<file path="src/rtl/pss_pkg.sv">
// Package for the pair sum search block: store geometry, payload structs,
// and the controller-to-datapath command and status structs. No dependencies.
package pss_pkg;

    localparam int MAX_ELEMS = 1024;
    localparam int ADDR_W    = $clog2(MAX_ELEMS);
    localparam int CNT_W     = $clog2(MAX_ELEMS + 1);
    localparam int IDX_W     = 10;

    typedef struct packed {
        logic [31:0] elem_value;
        logic        last_elem;
    } in_beat_t;

    typedef struct packed {
        logic             pair_found;
        logic [IDX_W-1:0] first_index;
        logic [IDX_W-1:0] second_index;
        logic             overflowed;
    } out_beat_t;

    // Datapath operations issued by the controller.
    localparam logic [3:0] OP_NONE     = 4'd0;
    localparam logic [3:0] OP_LOAD     = 4'd1;
    localparam logic [3:0] OP_SORT_INI = 4'd2;  // i = 1, start outer pass
    localparam logic [3:0] OP_SORT_RD  = 4'd3;  // read cur = s[i]
    localparam logic [3:0] OP_SORT_RJ  = 4'd4;  // read s[j-1]
    localparam logic [3:0] OP_SORT_MV  = 4'd5;  // compare, shift or place
    localparam logic [3:0] OP_SRCH_INI = 4'd6;
    localparam logic [3:0] OP_SRCH_RI  = 4'd7;
    localparam logic [3:0] OP_SRCH_RM  = 4'd8;
    localparam logic [3:0] OP_SRCH_CMP = 4'd9;
    localparam logic [3:0] OP_SCAN_INI = 4'd10;
    localparam logic [3:0] OP_SCAN_RD  = 4'd11;
    localparam logic [3:0] OP_SCAN_CMP = 4'd12;
    localparam logic [3:0] OP_CLEAR    = 4'd13;

    typedef struct packed {
        logic [3:0] op;
    } pss_cmd_t;

    typedef struct packed {
        logic sort_done;   // outer index reached count
        logic move_stop;   // insertion slot found, cur placed
        logic srch_done;   // all i tried without success
        logic range_empty; // lo > hi for the current i
        logic hit;         // sum equals target
        logic scan_done;   // scan finished (found or exhausted)
        logic few;         // fewer than two elements held
    } pss_stat_t;

endpackage

</file>
<file path="src/rtl/pss_ctrl.sv">
// Controller state machine for the pair sum search block: input handshake,
// sort, search and scan sequencing, output register. Depends on pss_pkg.
module pss_ctrl
(
    input  logic               clk,
    input  logic               rst_n,
    input  logic               in_valid,
    output logic               in_ready,
    input  logic               last_elem,
    input  pss_pkg::pss_stat_t stat,
    input  pss_pkg::out_beat_t result,
    output pss_pkg::pss_cmd_t  cmd,
    output logic               out_valid,
    input  logic               out_ready,
    output pss_pkg::out_beat_t out_data
);

    localparam logic [3:0] S_LOAD   = 4'd0;
    localparam logic [3:0] S_SRD    = 4'd1;
    localparam logic [3:0] S_SCUR   = 4'd2;
    localparam logic [3:0] S_SRJ    = 4'd3;
    localparam logic [3:0] S_SMV    = 4'd4;
    localparam logic [3:0] S_FRI    = 4'd5;
    localparam logic [3:0] S_FWAIT  = 4'd6;
    localparam logic [3:0] S_FRM    = 4'd7;
    localparam logic [3:0] S_FCMP   = 4'd8;
    localparam logic [3:0] S_CRD    = 4'd9;
    localparam logic [3:0] S_CCMP   = 4'd10;
    localparam logic [3:0] S_DONE   = 4'd11;
    localparam logic [3:0] S_SORTI  = 4'd12;
    localparam logic [3:0] S_FMWAIT = 4'd13;
    localparam logic [3:0] S_CCHK   = 4'd15;

    logic [3:0] state_reg, state_next;
    logic       out_valid_reg, out_valid_next;
    pss_pkg::out_beat_t out_reg, out_next;
    logic       in_fire;

    // The output register holds a finished result, so loading the next array
    // goes on while that result waits.
    assign in_ready  = (state_reg == S_LOAD);
    assign in_fire   = in_valid && in_ready;
    assign out_valid = out_valid_reg;
    assign out_data  = out_reg;

    always_comb
    begin
        state_next      = state_reg;
        out_valid_next  = out_valid_reg && !out_ready;
        out_next        = out_reg;
        cmd.op          = pss_pkg::OP_NONE;
        unique case (state_reg)
            S_LOAD:
            begin
                if (in_fire)
                begin
                    cmd.op = pss_pkg::OP_LOAD;
                    if (last_elem)
                    begin
                        state_next = S_SORTI;
                    end
                end
            end
            S_SORTI:
            begin
                if (stat.few)
                begin
                    state_next = S_DONE;
                end
                else
                begin
                    cmd.op     = pss_pkg::OP_SORT_INI;
                    state_next = S_SRD;
                end
            end
            S_SRD:
            begin
                if (stat.sort_done)
                begin
                    cmd.op     = pss_pkg::OP_SRCH_INI;
                    state_next = S_FRI;
                end
                else
                begin
                    cmd.op     = pss_pkg::OP_SORT_RD;
                    state_next = S_SCUR;
                end
            end
            S_SCUR:
            begin
                cmd.op     = pss_pkg::OP_SORT_RJ;
                state_next = S_SMV;
            end
            S_SRJ:
            begin
                cmd.op     = pss_pkg::OP_SORT_RJ;
                state_next = S_SMV;
            end
            S_SMV:
            begin
                cmd.op     = pss_pkg::OP_SORT_MV;
                state_next = stat.move_stop ? S_SRD : S_SRJ;
            end
            S_FRI:
            begin
                if (stat.srch_done)
                begin
                    state_next = S_DONE;
                end
                else
                begin
                    cmd.op     = pss_pkg::OP_SRCH_RI;
                    state_next = S_FWAIT;
                end
            end
            S_FWAIT:
            begin
                cmd.op     = pss_pkg::OP_SRCH_RM;
                state_next = S_FMWAIT;
            end
            S_FMWAIT:
            begin
                cmd.op     = pss_pkg::OP_SRCH_RM;
                state_next = S_FCMP;
            end
            S_FRM:
            begin
                // After a miss, either the range is still open (next probe) or
                // the datapath has advanced i and a new outer step begins.
                if (stat.range_empty)
                begin
                    state_next = S_FRI;
                end
                else
                begin
                    cmd.op     = pss_pkg::OP_SRCH_RM;
                    state_next = S_FCMP;
                end
            end
            S_FCMP:
            begin
                cmd.op = pss_pkg::OP_SRCH_CMP;
                if (stat.hit)
                begin
                    state_next = S_CRD;
                end
                else
                begin
                    state_next = S_FRM;
                end
            end
            S_CRD:
            begin
                cmd.op     = pss_pkg::OP_SCAN_INI;
                state_next = S_CCMP;
            end
            S_CCMP:
            begin
                if (stat.scan_done)
                begin
                    state_next = S_DONE;
                end
                else
                begin
                    cmd.op     = pss_pkg::OP_SCAN_RD;
                    state_next = S_CCHK;
                end
            end
            S_CCHK:
            begin
                cmd.op     = pss_pkg::OP_SCAN_CMP;
                state_next = S_CCMP;
            end
            S_DONE:
            begin
                if (!out_valid_reg || out_ready)
                begin
                    out_next       = result;
                    out_valid_next = 1'b1;
                    cmd.op         = pss_pkg::OP_CLEAR;
                    state_next     = S_LOAD;
                end
            end
            default:
            begin
                state_next = S_LOAD;
            end
        endcase
    end

    always_ff @(posedge clk)
    begin
        out_reg <= out_next;
    end

    always_ff @(posedge clk or negedge rst_n)
    begin
        if (!rst_n)
        begin
            state_reg      <= S_LOAD;
            out_valid_reg  <= 1'b0;
        end
        else
        begin
            state_reg      <= state_next;
            out_valid_reg  <= out_valid_next;
        end
    end

endmodule

</file>
<file path="config.mk">
export PLATFORM = sky130hd
export DESIGN_NAME = pss_ctrl
export DESIGN_NICKNAME = d
export VERILOG_FILES = /design/src/rtl/pss_pkg.sv /design/src/rtl/pss_ctrl.sv
export SDC_FILE = /design/constraint.sdc
export NUM_CORES = 1
export LEC_CHECK = 0
export CAP_MARGIN = 5
export CORE_ASPECT_RATIO = 1.75
export CORE_MARGIN = 2
export CORE_UTILIZATION = 30
export CTS_BUF_LIST = sky130_fd_sc_hd__clkbuf_4
export DETAILED_ROUTE_END_ITERATION = 16
export DONT_BUFFER_PORTS = 1
export PLACE_DENSITY_LB_ADDON = 0.08
export RECOVER_POWER = 50
export SLEW_MARGIN = 20
export SYNTH_ARGS = -nofsm -noshare
export SYNTH_HDL_FRONTEND = slang
export SYNTH_SLANG_ARGS = --single-unit
</file>
<file path="constraint.sdc">
create_clock -name clk -period 5.7 [get_ports clk]
set_clock_uncertainty 0.15 [all_clocks]
set_input_delay 0.57 -clock clk [delete_from_list [all_inputs] [get_ports clk]]
set_output_delay 0.57 -clock clk [all_outputs]
set_load 0.02 [all_outputs]
</file>
==> flow_summary.toml <==
[min_path]
min_path_cells = 0
hp-class = "in -> reg"
holdCritStartpoint = "result[16]"
whs_endpoint = "out_data[16]$_DFFE_PP_"

[pwr]
p_comb_share_pct = 37.6
switching_share_pct = 43.78
totalPowerFinal_mw = 0.6800
p_clk_share_pct = 12.3
power_density_mw_per_mm2 = 521.5
ir_worst_vdd_mv = 0.2211
p_leak_nw = 0.4493
internal-power_mw = 0.3823
power_switching_mw = 0.2977
p_seq_share_pct = 50.1

[place]
io_buffers = 0
dp_hpwl_um = 2171
dp_slack_ps = 3206
place_congestion = 0.7976

[critical_path]
reg2reg_slack_ps = 3210
worst_ep_required_time_ps = 4980
crit_type = "reg -> out"
cp.arrival_ps = 2010
cpPeakStageDelay_ps = 650
worstReg2RegEnd = "out_data[12]$_DFFE_PP_"
cp_cell_sequence = "inv_1, o22ai_1, nor2b_1, a31oi_1, o211ai_1"
cpMaxStageDelayCell = "dfrtp_1"
cp_max_fo = 14
end_kind = "output pin"
reg2regPathDepth = 4
timing.rr.start = "state_reg[0]$_DFFE_PN0P_"
startpoint_type = "register"

[cells_and_area]
largest_reg_flops = 22
layout.nets = 140
antennaDiodeCount = 0
areaGrowthSynthToFinish_pct = 5.466
drive_above_1_share_pct = 9.524
postLayoutCoreUtil_pct = 33.40

[clock_network]
cts_buffer_depth = 2
clock_sinks = 27
cts-root-buf = "clkbuf_4"
cts_tree = "built"
post_cts_resized = 0
htreeDepth = 1
clk_latency_ps = 310
cts_hold_buf = 1
numCtsBuffers = 3
path_clk_slew_ps = 130
cts_setup_buffers = 0

[timing]
setup_ws_ps = 2967
fmax_mhz = 365.9
rsz0062_at_grt = "no"
finalMaxSlewViolations = 0
relSlewSlack_pct = 46.85
setup_viol = 0
worst_pin_slew_ps = 796.4
fin_tns_setup_ps = 0
min_period_ps = 2733
hold_viol_final = 0
finalCritPeriodShare_pct = 47.95

[routing]
vias = 834
ant_nets = 0
vias_per_cell = 5.451
wl_per_cell_um = 18.14
routed_wl_um = 2775
firstDrtPassIters = 4
drc = 0
drtIter0Drc = 12

[die]
die_w_um = 52.53
floorplan.initialDensity_pct = 31.67
core-area_mm2 = 0.003904
die_h_um = 88.92
dieArea_mm2 = 0.004670
rows = 30
io_pins = 62

[yosys]
synthAdderAreaFrac_pct = 0
syn_area_mm2 = 0.001236
synth_simple_gate_area_share_pct = 13.46
synth_top_family_by_area = "compound AO/OA/AOI/OAI gates"
synth_edf_count = 22
seq_area_frac_synth_pct = 63.56
synthTopCellsByCount = "edfxtp_1 (22), nand2_1 (13), nor2_1 (7)"
ys_async_sr_fraction_pct = 18.52
yosysUniqueCellTypes = 34
synth_area_leaders = "edfxtp_1 (53%), dfrtp_1 (10%), nand2_1 (3.9%)"
synth-main-ff-cell = "edfxtp_1"
ys_ff_latch = 27
synth.mux.area_fraction_pct = 0
synth_area_leader_cell = "edfxtp_1"
syn-instance-count = 106
yosysWarnings = 0
yosys.area.top_type_share_pct = 53.44
synth_most_common_cell = "edfxtp_1"
synth-compound-area-share_pct = 16.80
syn-num-nets = 140
synthXorXnorAreaFrac_pct = 1.417
syn_avg_cell_area_um2 = 11.66

[status]
outcome = "finished, final reports clean"

[global_route]
grt_util_all_layers_pct = 12.53
grt_pass1_wl_um = 4236
antenna_found_initial = 0
globalRouteOverflowTotal = 0
grt_max_degree = 23
grt_pass1_vias = 838

[job]
maxCapViolCount = 0
worst max-delay path by stage:
stage                                   from                      to  slack, ps  cells past startpoint
floorplan           state_reg[3]$_DFFE_PN0P_                in_ready       3670                      2
detailed placement  state_reg[0]$_DFFE_PN0P_  out_data[15]$_DFFE_PP_       3210                      4
CTS                 state_reg[3]$_DFFE_PN0P_                  cmd[0]       2950                      5
global route        state_reg[0]$_DFFE_PN0P_                  cmd[0]       2750                      4
finish              state_reg[3]$_DFFE_PN0P_                  cmd[0]       2970                      5
global placement    state_reg[0]$_DFFE_PN0P_  out_data[15]$_DFFE_PP_       3300                      4
power by group through the flow:
stage | registers, mW | clock network [mW] | logic (mW)
6_report | 0.341 | 0.0834 | 0.256
5_1_grt | 0.351 | 0.0932 | 0.286
4_1_cts | 0.340 | 0.0882 | 0.259
3_5_place_dp | 0.345 | 0 | 0.257
3_3_place_gp | 0.344 | 0 | 0.255
2_1_floorplan | 0.282 | 0 | 0.276
cells by family after synthesis:
kind of cell	count (synthesis)
xor+xnor	2
compound gates	30
buf+inv	12
flops	27
simple gates	35
metal layers:
layer  global-route usage [%]  wire length [µm]
met5                        0                 0
met4                    6.993                44
met3                    1.839               167
met2                    24.32              1623
met1                    11.93               941
cell usage in the layout, fill, tap and decap left out, types with 2 or more instances in the layout:
cell type / n
a21oi_1: 6
a2bb2oi_1: 2
a31oi_1: 3
clkbuf_4: 4
dfrtp_1: 5
edfxtp_1: 22
inv_1: 4
nand2_1: 13
nand2b_1: 3
nand3_1: 3
nor2_1: 7
nor2b_1: 3
o211ai_1: 2
o21ai_0: 6
o22ai_1: 2
or2_2: 2
through the flow:
step / area [µm²] / hold WS, ps / cells
after floorplan: 1236 / 124.4 / 106
after global placement: 1264 / 124.8 / 148
after detailed placement: 1264 / 124.8 / 148
after CTS: 1304 / 176.3 / 153
after global routing: 1304 / 167.3 / 153
final: 1304 / 193.0 / 153
worst max-delay path: cells and delay by family, from the launching register on:
family                 cells  cell delay (ps)
AOI/OAI and AO/OA          3              700
and+or+nand+nor            1              160
buffers and inverters      1              190
DFF                        1              650
cell type report:
class                      instances  area, µm²
clock buffer                       4      30.03
fill                             427       2600
inverter                           5      18.77
multi-input combinational         67      391.6
sequential                        27      785.8
tap                               48      60.06
timing repair buffer               2      17.52
Note: power is estimated with default switching activity, not from simulation.
